## config.mk

```make
export PLATFORM = sky130hd
export DESIGN_NAME = xor_sprite_framebuffer_top
export DESIGN_NICKNAME = d
export VERILOG_FILES = /design/src/sv/xsf_pkg.sv /design/src/sv/xsf_ctrl.sv /design/src/sv/xsf_datapath.sv /design/src/sv/xor_sprite_framebuffer_top.sv
export SDC_FILE = /design/constraint.sdc
export NUM_CORES = 2
export LEC_CHECK = 0
export ABC_AREA = 0
export BUFFER_PORTS_ARGS = -buffer_cell sky130_fd_sc_hd__buf_4
export CAP_MARGIN = 20
export CORE_ASPECT_RATIO = 0.7
export CORE_UTILIZATION = 45
export CTS_CLUSTER_DIAMETER = 100
export DETAILED_ROUTE_END_ITERATION = 6
export PLACE_DENSITY_LB_ADDON = 0.3
export SETUP_SLACK_MARGIN = 0.3
export SLEW_MARGIN = 0
export SYNTH_ARGS = -nofsm -noshare
export SYNTH_HDL_FRONTEND = slang
export SYNTH_HIERARCHICAL = 1
export SYNTH_SLANG_ARGS = --single-unit
```

## constraint.sdc

```tcl
create_clock -name i_clk -period 6.9 [get_ports i_clk]
set_clock_uncertainty 0.2 [all_clocks]
set_input_delay 0.69 -clock i_clk [delete_from_list [all_inputs] [get_ports i_clk]]
set_output_delay 0.69 -clock i_clk [all_outputs]
set_load 0.01 [all_outputs]
```

## src/sv/xsf_pkg.sv

```systemverilog
// ----------------------------------------------------------------------------
// xsf_pkg: shared types and constants of the XOR sprite framebuffer
// Request and result payloads, opcodes and the control command bundle.
// ----------------------------------------------------------------------------
`default_nettype none

package xsf_pkg;

    localparam int SCREEN_WIDTH_DEF  = 64;
    localparam int SCREEN_HEIGHT_DEF = 32;

    // Fixed by the payload: one line word, one sprite row, one coordinate.
    localparam int LINE_BITS      = 64;
    localparam int SPRITE_COLUMNS = 8;
    localparam int COORD_W        = 8;
    localparam int MOD_TAB_DEPTH  = 2 ** COORD_W;

    localparam logic [1:0] OP_CLEAR = 2'd0;
    localparam logic [1:0] OP_DRAW  = 2'd1;
    localparam logic [1:0] OP_READ  = 2'd2;

    typedef struct packed {
        logic [1:0]                opcode;
        logic [COORD_W-1:0]        x_pos;
        logic [COORD_W-1:0]        y_pos;
        logic [3:0]                row_index;
        logic [SPRITE_COLUMNS-1:0] sprite_byte;
        logic [4:0]                line_select;
    } t_in_req;

    typedef struct packed {
        logic                 collision;
        logic [LINE_BITS-1:0] line_pixels;
    } t_out_rsp;

    typedef struct packed {
        logic capture;
        logic commit;
    } t_ctrl_cmd;

endpackage

`default_nettype wire

```

## src/sv/xsf_ctrl.sv

```systemverilog
// ----------------------------------------------------------------------------
// xsf_ctrl: request sequencer of the XOR sprite framebuffer
// Two-state controller that owns both handshakes and the result valid flag.
// ----------------------------------------------------------------------------
`default_nettype none

module xsf_ctrl (
    input  wire              i_clk,
    input  wire              i_rst_n,
    input  wire              i_in_valid,
    output logic             o_in_stall,
    output logic             o_out_valid,
    input  wire              i_out_stall,
    output xsf_pkg::t_ctrl_cmd o_cmd
);

    typedef enum logic [1:0] {
        S_IDLE   = 2'b01,
        S_MODIFY = 2'b10
    } t_state;

    t_state r_state, n_state;
    logic   r_out_valid, n_out_valid;
    logic   capture, commit;

    assign o_in_stall = (r_state != S_IDLE);
    assign capture    = (r_state == S_IDLE) && i_in_valid;
    // The write-back waits until the result register can take the new result.
    assign commit     = (r_state == S_MODIFY) && (!r_out_valid || !i_out_stall);

    always_comb begin
        n_state = r_state;
        case (r_state)
            S_IDLE: begin
                if (capture) n_state = S_MODIFY;
            end
            S_MODIFY: begin
                if (commit) n_state = S_IDLE;
            end
            default: n_state = S_IDLE;
        endcase
    end

    always_comb begin
        if (commit) begin
            n_out_valid = 1'b1;
        end else if (i_out_stall) begin
            n_out_valid = r_out_valid;
        end else begin
            n_out_valid = 1'b0;
        end
    end

    always_ff @(posedge i_clk) begin
        if (!i_rst_n) begin
            r_state     <= S_IDLE;
            r_out_valid <= 1'b0;
        end else begin
            r_state     <= n_state;
            r_out_valid <= n_out_valid;
        end
    end

    assign o_out_valid   = r_out_valid;
    assign o_cmd.capture = capture;
    assign o_cmd.commit  = commit;

    a_no_double_capture: assert property (@(posedge i_clk) disable iff (!i_rst_n)
        capture |=> !capture)
        else $error("request captured while the previous one is in flight");

    a_commit_shows_result: assert property (@(posedge i_clk) disable iff (!i_rst_n)
        commit |=> o_out_valid)
        else $error("result valid not raised after write-back");

    a_modify_has_origin: assert property (@(posedge i_clk) disable iff (!i_rst_n)
        (r_state == S_MODIFY) |-> ($past(capture) || $past(r_state == S_MODIFY)))
        else $error("modify state entered without a captured request");

endmodule

`default_nettype wire

```

## src/sv/xsf_datapath.sv

```systemverilog
// ----------------------------------------------------------------------------
// xsf_datapath: line store and read-modify-write datapath
// Holds the display lines in a synchronous memory with per-line valid bits,
// the collision accumulator and the result register.
// ----------------------------------------------------------------------------
`default_nettype none

module xsf_datapath #(
    parameter int SCREEN_WIDTH  = xsf_pkg::SCREEN_WIDTH_DEF,
    parameter int SCREEN_HEIGHT = xsf_pkg::SCREEN_HEIGHT_DEF
) (
    input  wire                  i_clk,
    input  wire                  i_rst_n,
    input  xsf_pkg::t_ctrl_cmd   i_cmd,
    input  xsf_pkg::t_in_req     i_req,
    output xsf_pkg::t_out_rsp    o_rsp
);

    localparam int LB    = xsf_pkg::LINE_BITS;
    localparam int CW    = xsf_pkg::COORD_W;
    localparam int ROW_W = $clog2(SCREEN_HEIGHT);
    localparam logic [LB-1:0] COL_MASK = ~({LB{1'b1}} >> SCREEN_WIDTH);

    // Residue tables for the raw coordinates, fixed at elaboration.
    logic [CW-1:0] x_mod_tab [xsf_pkg::MOD_TAB_DEPTH];
    logic [CW-1:0] y_mod_tab [xsf_pkg::MOD_TAB_DEPTH];

    for (genvar g = 0; g < xsf_pkg::MOD_TAB_DEPTH; g++) begin : g_mod_tab
        assign x_mod_tab[g] = CW'(g % SCREEN_WIDTH);
        assign y_mod_tab[g] = CW'(g % SCREEN_HEIGHT);
    end

    logic [LB-1:0]    mem [SCREEN_HEIGHT];
    logic             r_line_valid [SCREEN_HEIGHT];

    logic [1:0]       r_op;
    logic             r_idx_zero;
    logic             r_row_ok;
    logic             r_sel_ok;
    logic [LB-1:0]    r_mask;
    logic [ROW_W-1:0] r_addr;
    logic [LB-1:0]    r_rd_data;
    logic             r_rd_valid;
    logic             r_acc, n_acc;
    xsf_pkg::t_out_rsp r_rsp;

    // Request decode, ahead of the capture edge.
    logic [CW-1:0]    x_mod, y_mod, row_sum, sel_ext;
    logic             row_ok, sel_ok;
    logic [ROW_W-1:0] rd_addr;
    logic [LB-1:0]    mask;

    always_comb begin
        x_mod   = x_mod_tab[i_req.x_pos];
        y_mod   = y_mod_tab[i_req.y_pos];
        row_sum = y_mod + CW'(i_req.row_index);
        row_ok  = row_sum < CW'(SCREEN_HEIGHT);
        sel_ext = CW'(i_req.line_select);
        sel_ok  = sel_ext < CW'(SCREEN_HEIGHT);
        // Pixels that fall past the right edge shift out or are masked off.
        mask    = ({i_req.sprite_byte, {(LB - xsf_pkg::SPRITE_COLUMNS){1'b0}}} >> x_mod)
                  & COL_MASK;
        rd_addr = '0;
        if (i_req.opcode == xsf_pkg::OP_READ) begin
            if (sel_ok) rd_addr = sel_ext[ROW_W-1:0];
        end else if (row_ok) begin
            rd_addr = row_sum[ROW_W-1:0];
        end
    end

    // Write-back and result, on the commit edge.
    logic [LB-1:0] old_line, line_out, wr_data;
    logic          wr_en, hit;

    always_comb begin
        old_line = r_rd_valid ? r_rd_data : '0;
        hit      = |(old_line & r_mask);
        wr_data  = old_line ^ r_mask;
        wr_en    = 1'b0;
        n_acc    = r_acc;
        line_out = '0;
        case (r_op)
            xsf_pkg::OP_CLEAR: begin
            end
            xsf_pkg::OP_DRAW: begin
                if (r_idx_zero) n_acc = 1'b0;
                if (r_row_ok) begin
                    wr_en = 1'b1;
                    if (hit) n_acc = 1'b1;
                end
            end
            xsf_pkg::OP_READ: begin
                if (r_sel_ok) line_out = old_line;
            end
            default: begin
            end
        endcase
    end

    always_ff @(posedge i_clk) begin
        if (i_cmd.capture) begin
            r_op       <= i_req.opcode;
            r_idx_zero <= (i_req.row_index == 4'd0);
            r_row_ok   <= row_ok;
            r_sel_ok   <= sel_ok;
            r_mask     <= mask;
            r_addr     <= rd_addr;
            r_rd_data  <= mem[rd_addr];
            r_rd_valid <= r_line_valid[rd_addr];
        end
        if (i_cmd.commit && wr_en) begin
            mem[r_addr] <= wr_data;
        end
        if (i_cmd.commit) begin
            r_rsp.collision   <= n_acc;
            r_rsp.line_pixels <= line_out;
        end
    end

    // A line that is not valid reads as all pixels off; clear drops them all.
    always_ff @(posedge i_clk) begin
        if (!i_rst_n) begin
            for (int i = 0; i < SCREEN_HEIGHT; i++) r_line_valid[i] <= 1'b0;
            r_acc <= 1'b0;
        end else if (i_cmd.commit) begin
            r_acc <= n_acc;
            if (r_op == xsf_pkg::OP_CLEAR) begin
                for (int i = 0; i < SCREEN_HEIGHT; i++) r_line_valid[i] <= 1'b0;
            end else if (wr_en) begin
                r_line_valid[r_addr] <= 1'b1;
            end
        end
    end

    assign o_rsp = r_rsp;

endmodule

`default_nettype wire

```

## src/sv/xor_sprite_framebuffer_top.sv

```systemverilog
// ----------------------------------------------------------------------------
// xor_sprite_framebuffer_top: one-bit display store with XOR sprite drawing
// Clears, draws one sprite row or reads one line per request.
// ----------------------------------------------------------------------------
//  Channel  Direction  Handshake                Payload
//  in       input      i_in_valid / o_in_stall  i_in_data  (t_in_req)
//  out      output     o_out_valid / i_out_stall o_out_data (t_out_rsp)
//
//  Every request is a read-modify-write: the accepting edge reads the
//  addressed line from the synchronous line memory, and the commit edge of the
//  modify state writes it back and loads the result register. That memory
//  read-modify-write sets the rate. Reset clears all per-line valid bits
//  together; there is no clearing pass. A new request is taken while a result
//  waits; its write-back then holds until the waiting result has been taken.
// ----------------------------------------------------------------------------
`default_nettype none

module xor_sprite_framebuffer_top #(
    parameter int SCREEN_WIDTH  = xsf_pkg::SCREEN_WIDTH_DEF,
    parameter int SCREEN_HEIGHT = xsf_pkg::SCREEN_HEIGHT_DEF
) (
    input  wire               i_clk,
    input  wire               i_rst_n,
    input  wire               i_in_valid,
    output logic              o_in_stall,
    input  xsf_pkg::t_in_req  i_in_data,
    output logic              o_out_valid,
    input  wire               i_out_stall,
    output xsf_pkg::t_out_rsp o_out_data
);

    xsf_pkg::t_ctrl_cmd cmd;

    xsf_ctrl u_ctrl (
        .i_clk       (i_clk),
        .i_rst_n     (i_rst_n),
        .i_in_valid  (i_in_valid),
        .o_in_stall  (o_in_stall),
        .o_out_valid (o_out_valid),
        .i_out_stall (i_out_stall),
        .o_cmd       (cmd)
    );

    xsf_datapath #(
        .SCREEN_WIDTH  (SCREEN_WIDTH),
        .SCREEN_HEIGHT (SCREEN_HEIGHT)
    ) u_datapath (
        .i_clk   (i_clk),
        .i_rst_n (i_rst_n),
        .i_cmd   (cmd),
        .i_req   (i_in_data),
        .o_rsp   (o_out_data)
    );

endmodule

`default_nettype wire
```

# ---- Word level (Yosys, flattened, before mapping)
# Memory sizes are Yosys's and may differ from the RTL's. A register that Yosys moved wholly into a read port is not among the register bits.
# Cells that the tools add are included.
dict set report op_classes {
  n_addsub 1
  order_cmp 3
  n_eq_ne 9
  shifts 1
  mux 65
  n_bitwise 36
  n_reduce_logical 11
}
# cell n
set ops {}
lappend ops {{$and A64 B64 Y64} 1}
lappend ops {{$mux W64} 1}
lappend ops {{$reduce_or A64 Y1} 1}
lappend ops {{$shr A64 B8 Y64} 1}
lappend ops {{$xor A64 B64 Y64} 1}
lappend ops {{$mux W1} 54}
lappend ops {{$mux W8} 4}
lappend ops {{$or A1 B1 Y1} 32}
lappend ops {{$ge A9 B9 Y1 const B} 2}
lappend ops {{$not A8 Y9} 2}
lappend ops {{$mux W5} 3}
lappend ops {{$add A8 B4 Y8} 1}
lappend ops {{$lt A8 B6 Y1 const B} 1}
lappend ops {{$ne A2 B1 Y1 const B} 4}
lappend ops {{$eq A2 B2 Y1 const B} 3}
lappend ops {{$eq A2 B1 Y1 const B} 2}
lappend ops {{$logic_not A4 Y1} 1}
lappend ops {{$mux W2} 2}
lappend ops {{$pmux W2 S2} 1}
lappend ops {{$logic_and A1 B1 Y1} 3}
lappend ops {{$logic_not A1 Y1} 2}
lappend ops {{$logic_not A2 Y1} 1}
lappend ops {{$reduce_and A2 Y1} 1}
lappend ops {{$logic_or A1 B1 Y1} 1}
lappend ops {{$reduce_or A1 Y1} 1}
dict set report totals {
  reg_bits 142
  ram_bits 2080
  mem_bits_ro 4096
  in_bits 39
  memories 4
}
# name words word_bits read_ports rd_clocked_by_memory_dff wr line
set mem_list {}
lappend mem_list {{(no name shown)} 256 8 1 0 0 xsf_datapath.sv:54} ;# x_mod = x_mod_tab[i_req.x_pos];
lappend mem_list {{(no name shown)} 256 8 1 0 0 xsf_datapath.sv:55} ;# y_mod = y_mod_tab[i_req.y_pos];
lappend mem_list {u_datapath.mem 32 64 1 1 1 xsf_datapath.sv:33} ;# logic [LB-1:0] mem [SCREEN_HEIGHT];
lappend mem_list {u_datapath.r_line_valid 32 1 1 1 32 xsf_datapath.sv:34} ;# logic r_line_valid [SCREEN_HEIGHT];

# ---- Logic depth before layout (Yosys ltp)
dict set report logic_depth {
  word_depth 9
  mapped_depth 12
}

# ---- Cells and area by module
# Netlist, hierarchy kept.
# module instances cells_per_inst area_each_um2 seq_area_each_um2
set by_module_without_submodules {}
lappend by_module_without_submodules {xsf_datapath 1 5890 90028.8 68255.5}
lappend by_module_without_submodules {xsf_ctrl 1 14 135.1 60.1}

# ---- Least setup slack after synthesis
# No wires, ideal clock.
dict set report synth_path {
  path_kind {input -> register}
  startpoint {input port i_out_stall}
  endpoint {memory u_datapath/mem[0][0] (netlist name), enable pin}
  arrival_time_ns 6.350
  path_slack_ns -0.217
  cell_stages 6
  path_buffers 2
  cell_sequence {a21oi_1 buf_4 and3_1 clkbuf_1 nand3b_1 nor3_1}
}
# element line
set synth_rtl {}
lappend synth_rtl {{start, declared} xor_sprite_framebuffer_top.sv:28} ;# input wire i_out_stall,
lappend synth_rtl {{end, declared} xsf_datapath.sv:33}

# ---- Final worst setup path
dict set report layout_path {
  startpoint {input port i_in_data[15] (netlist name)}
  endpoint {register u_datapath.r_rd_data[33] (read register of u_datapath.mem) (data pin)}
}
dict set report layout_via {
  elab_chain_len 4
}
# element line
set layout_lines {}
lappend layout_lines {{start, declared} xor_sprite_framebuffer_top.sv:26} ;# input xsf_pkg::t_in_req i_in_data,
lappend layout_lines {{$add A8 B4 Y8 (*)} xsf_datapath.sv:56} ;# row_sum = y_mod + CW'(i_req.row_index);
lappend layout_lines {{$lt A8 B6 Y1} xsf_datapath.sv:57} ;# row_ok = row_sum < CW'(SCREEN_HEIGHT);
lappend layout_lines {{$mux W5 (*)} xsf_datapath.sv:66} ;# end else if (row_ok) begin
lappend layout_lines {{$mux W5 (*)} xsf_datapath.sv:64} ;# if (i_req.opcode == xsf_pkg::OP_READ) begin
lappend layout_lines {{end, declared} xsf_datapath.sv:42} ;# logic [LB-1:0] r_rd_data;
# Every way passes the cells marked *; elsewhere a longest branch is shown, timed or not.
# A chain may end at the register's enable or synchronous reset.

==> qor.txt <==
CTS tree: built
RR Endpoint: u_datapath/r_acc
R2R depth: 10
placed cells: 8355
critical path's slowest cell: nand3_4
Vias: 54800
I/O Pins: 106
Post-DP HPWL: 132000 µm
capture point of the critical path: u_datapath/r_rd_data[33]
number of global-route vias before repair: 50900
critical-path maximum fanout: 69
fin nets: 6044
fin area: 0.101 mm²
Reg2Reg Setup Slack: 2.43 ns
Mapped Area: 0.0902 mm²
synth unique cells: 63
DRT iter0 DRCs: 8383
Antenna Nets Post-Route: 0
status: finished, violations left
RD Place Congestion: 0.831
min-delay worst type: in -> reg
drt wl/cell: 30.5 µm
Die ar.: 0.202 mm²
Critical Path AT: 5.43 ns
Inserted Clock Buffers: 208
simple-gate portion of the synthesized area: 0.0879
CTS Buffer Depth: 3
Leakage Power: 33.9 nW
VDD IR max: 0.213 mV
Mapped Nets: 6012
endpoints failing setup: 0
first drt pass iteration count: 7
Setup Buffers After CTS: 0
Rows: 137
GRT Overall Usage: 0.261
Clock Sinks: 2287
Starting Density: 0.453
maxcap violations: 0
Die X: 537 µm
CP bufs+invs: 4
Pwr Total: 31.9 mW
register area share after synthesis: 0.758
RSZ-0062 raised after global routing: false
cell depth of the worst setup path: 12
Critical R2R Launch: u_datapath/r_rd_valid
post-CTS sizing: 0
Crit Path Class: in -> reg
power density over cell area: 316 mW/mm²
Yosys warnings: 6
Worst Setup SP: i_in_data[15]
CP required: 7.32 ns
Post-DP Area: 0.0943 mm²
Placeable Area: 0.199 mm²
Slew @ Worst Pin: 1.22 ns
Worst Setup Start Kind: input pin
Top Family by Delay on Critical Path: buffers and inverters
# DRC: 2
clk slew on worst S/H paths: 0.07 ns
final hold vios: 0
Post-Synth XOR/XNOR Area: 0.0000971
syn avg cell area: 15.3 µm²
drt via density: 6.26
Clock Latency Late Sink: 0.86 ns
Worst path max stage delay: 0.87 ns
mux contribution to synthesized area: 0.0456
Slew headroom: 0.187
root buf cell: clkbuf_16
# port buffers: 100
Synth async-reset ratio: 0
initial antenna violation count: 14
Yosys reg bits: 2287
largest net degree at the start of global routing: 131
fmax: 200 MHz
crit share post-route: 0.726
total wire length: 267000 µm
CP Capture Type: flip-flop
H-tree depth: 4
share of cells above drive strength 1: 0.0924
cells along the critical path: dlygate4sd3_1 > buf_4 > ha_1 > a211oi_1 > o21bai_1 > a32oi_4 > buf_12 > nand3_4 > buf_4 > a21oi_1 > nor4_1 > a222oi_1
Worst path most repeated cell: buf_4
Adder-Cell Fraction of Synth Area: 0.00966
Final Max Tran Viols: 0
largest family of logic cells by synthesized area: simple AND/OR/NAND/NOR gates
Finished Layout Cells: 8752
Die Y: 377 µm
Synth Flop Type: edfxtp_1
total gr overflow: 0
Cells after Synth: 5904
Hold Buf Count CTS: 7
complex-gate fraction of the synthesized area: 0.0783
min Tclk post-route: 5.01 ns
number of synthesized flops with an enable pin: 2251
TNS Setup: 0 ns
failing checks: DRC
first-pass GRT wire length: 376000 µm
synthesis-to-layout area growth: 12.0%
==> report_power, final <==
group          switching, mW  internal, mW  total [mW]  leakage [nW]
Sequential            0.0688          16.1        16.2          20.7
Clock                   5.14          6.09        11.2          3.17
Combinational           3.27          1.20        4.47          10.0
Total                   8.47          23.4        31.9          33.9
==> cells in the mapped netlist, types with 128 or more instances <==
library cell	instances	area share
edfxtp_1	2251	0.75
nand2_1	985	0.041
mux2i_1	405	0.045
clkbuf_1	200	0.0083
a211oi_1	198	0.016
and3_1	196	0.014
a31oi_1	193	0.013
a21oi_1	176	0.0098
nand3_1	149	0.0083
o22ai_1	136	0.0094
and2_1	130	0.0090
buf_2	128	0.0071
o221ai_1	128	0.012
==> per-layer routing <==
metal	vias to the layer above	GRT usage	wire [µm]
li1	23200	-	-
met1	27700	0.382	107000
met2	3512	0.395	119000
met3	399	0.0548	33400
met4	2	0.0693	7040
met5	-	0	13
==> how the worst min path moves through the flow <==
stage / from / endpoint / slack (ns) / cells after the start
floorplan: u_datapath/r_line_valid[0] / u_datapath/r_line_valid[0] / 0.27 / 2
global placement: u_datapath/r_line_valid[26] / u_datapath/r_line_valid[26] / 0.28 / 2
detailed placement: u_datapath/r_line_valid[26] / u_datapath/r_line_valid[26] / 0.29 / 2
CTS: i_in_data[30] / u_datapath/r_mask[47] / 0.03 / 2
global route: i_in_data[30] / u_datapath/r_mask[47] / 0.08 / 2
finish: i_in_data[30] / u_datapath/r_mask[47] / 0.07 / 2
==> state kept, by name (all words and copies together) (netlist names) <==
register / flops
u_datapath/r_acc: 1
u_datapath/r_addr: 5
u_ctrl/r_state: 2
u_datapath/r_row_ok: 1
u_ctrl/o_out_valid: 1
u_datapath/r_rd_data: 64
u_datapath/r_rd_valid: 1
u_datapath/mem: 2048
u_datapath/r_mask: 64
u_datapath/r_line_valid: 32
u_datapath/r_idx_zero: 1
u_datapath/r_op: 2
u_datapath/o_rsp: 65
==> worst reg2reg max path: cells and delay by family (launching register included) <==
kind | cells | cell delay (ns)
buf+inv | 2 | 0.79
simple gates | 5 | 2.31
flops | 1 | 0.36
compound gates | 1 | 0.36
mux | 1 | 0.13
fa+ha+maj | 1 | 0.23
==> final cells by class <==
| type | count | area (µm²) |
|---|---|---|
| antenna | 4 | 10.0 |
| clock buffer | 261 | 5450 |
| clock inverter | 120 | 1050 |
| fill | 16200 | 98200 |
| inverter | 8 | 57.6 |
| multi-input combinational | 3201 | 20400 |
| sequential | 2287 | 68300 |
| tap | 2641 | 3300 |
| timing repair buffer | 230 | 2440 |
==> cells in the final DEF (no fill, tap or decap), drive strengths merged, types with 128 or more instances in the layout <==
cell type / count
edfxtp: 2251
nand2: 986
mux2i: 405
clkbuf: 261
buf: 223
a211oi: 198
and3: 196
a31oi: 193
a21oi: 176
nand3: 149
o22ai: 136
and2: 130
o221ai: 128
==> per-stage QoR <==
stage                     utilization  hold WS [ns]  setup WS (ns)
after floorplan                     -         0.270           1.48
after global placement          0.473         0.284           1.61
after detailed placement        0.474         0.289           1.53
after CTS                       0.507        0.0282           1.97
after global routing            0.507        0.0796           1.77
final                           0.507        0.0732           1.89
==> logic make-up after synthesis <==
group                      Yosys count
AOI/OAI and AO/OA                  997
xor gates and xnor gates             1
adders and majority gates           69
buffers and inverters              416
DFF                               2287
muxes                              410
and+or+nand+nor                   1724
No activity file was read; power rests on OpenSTA's default activity.
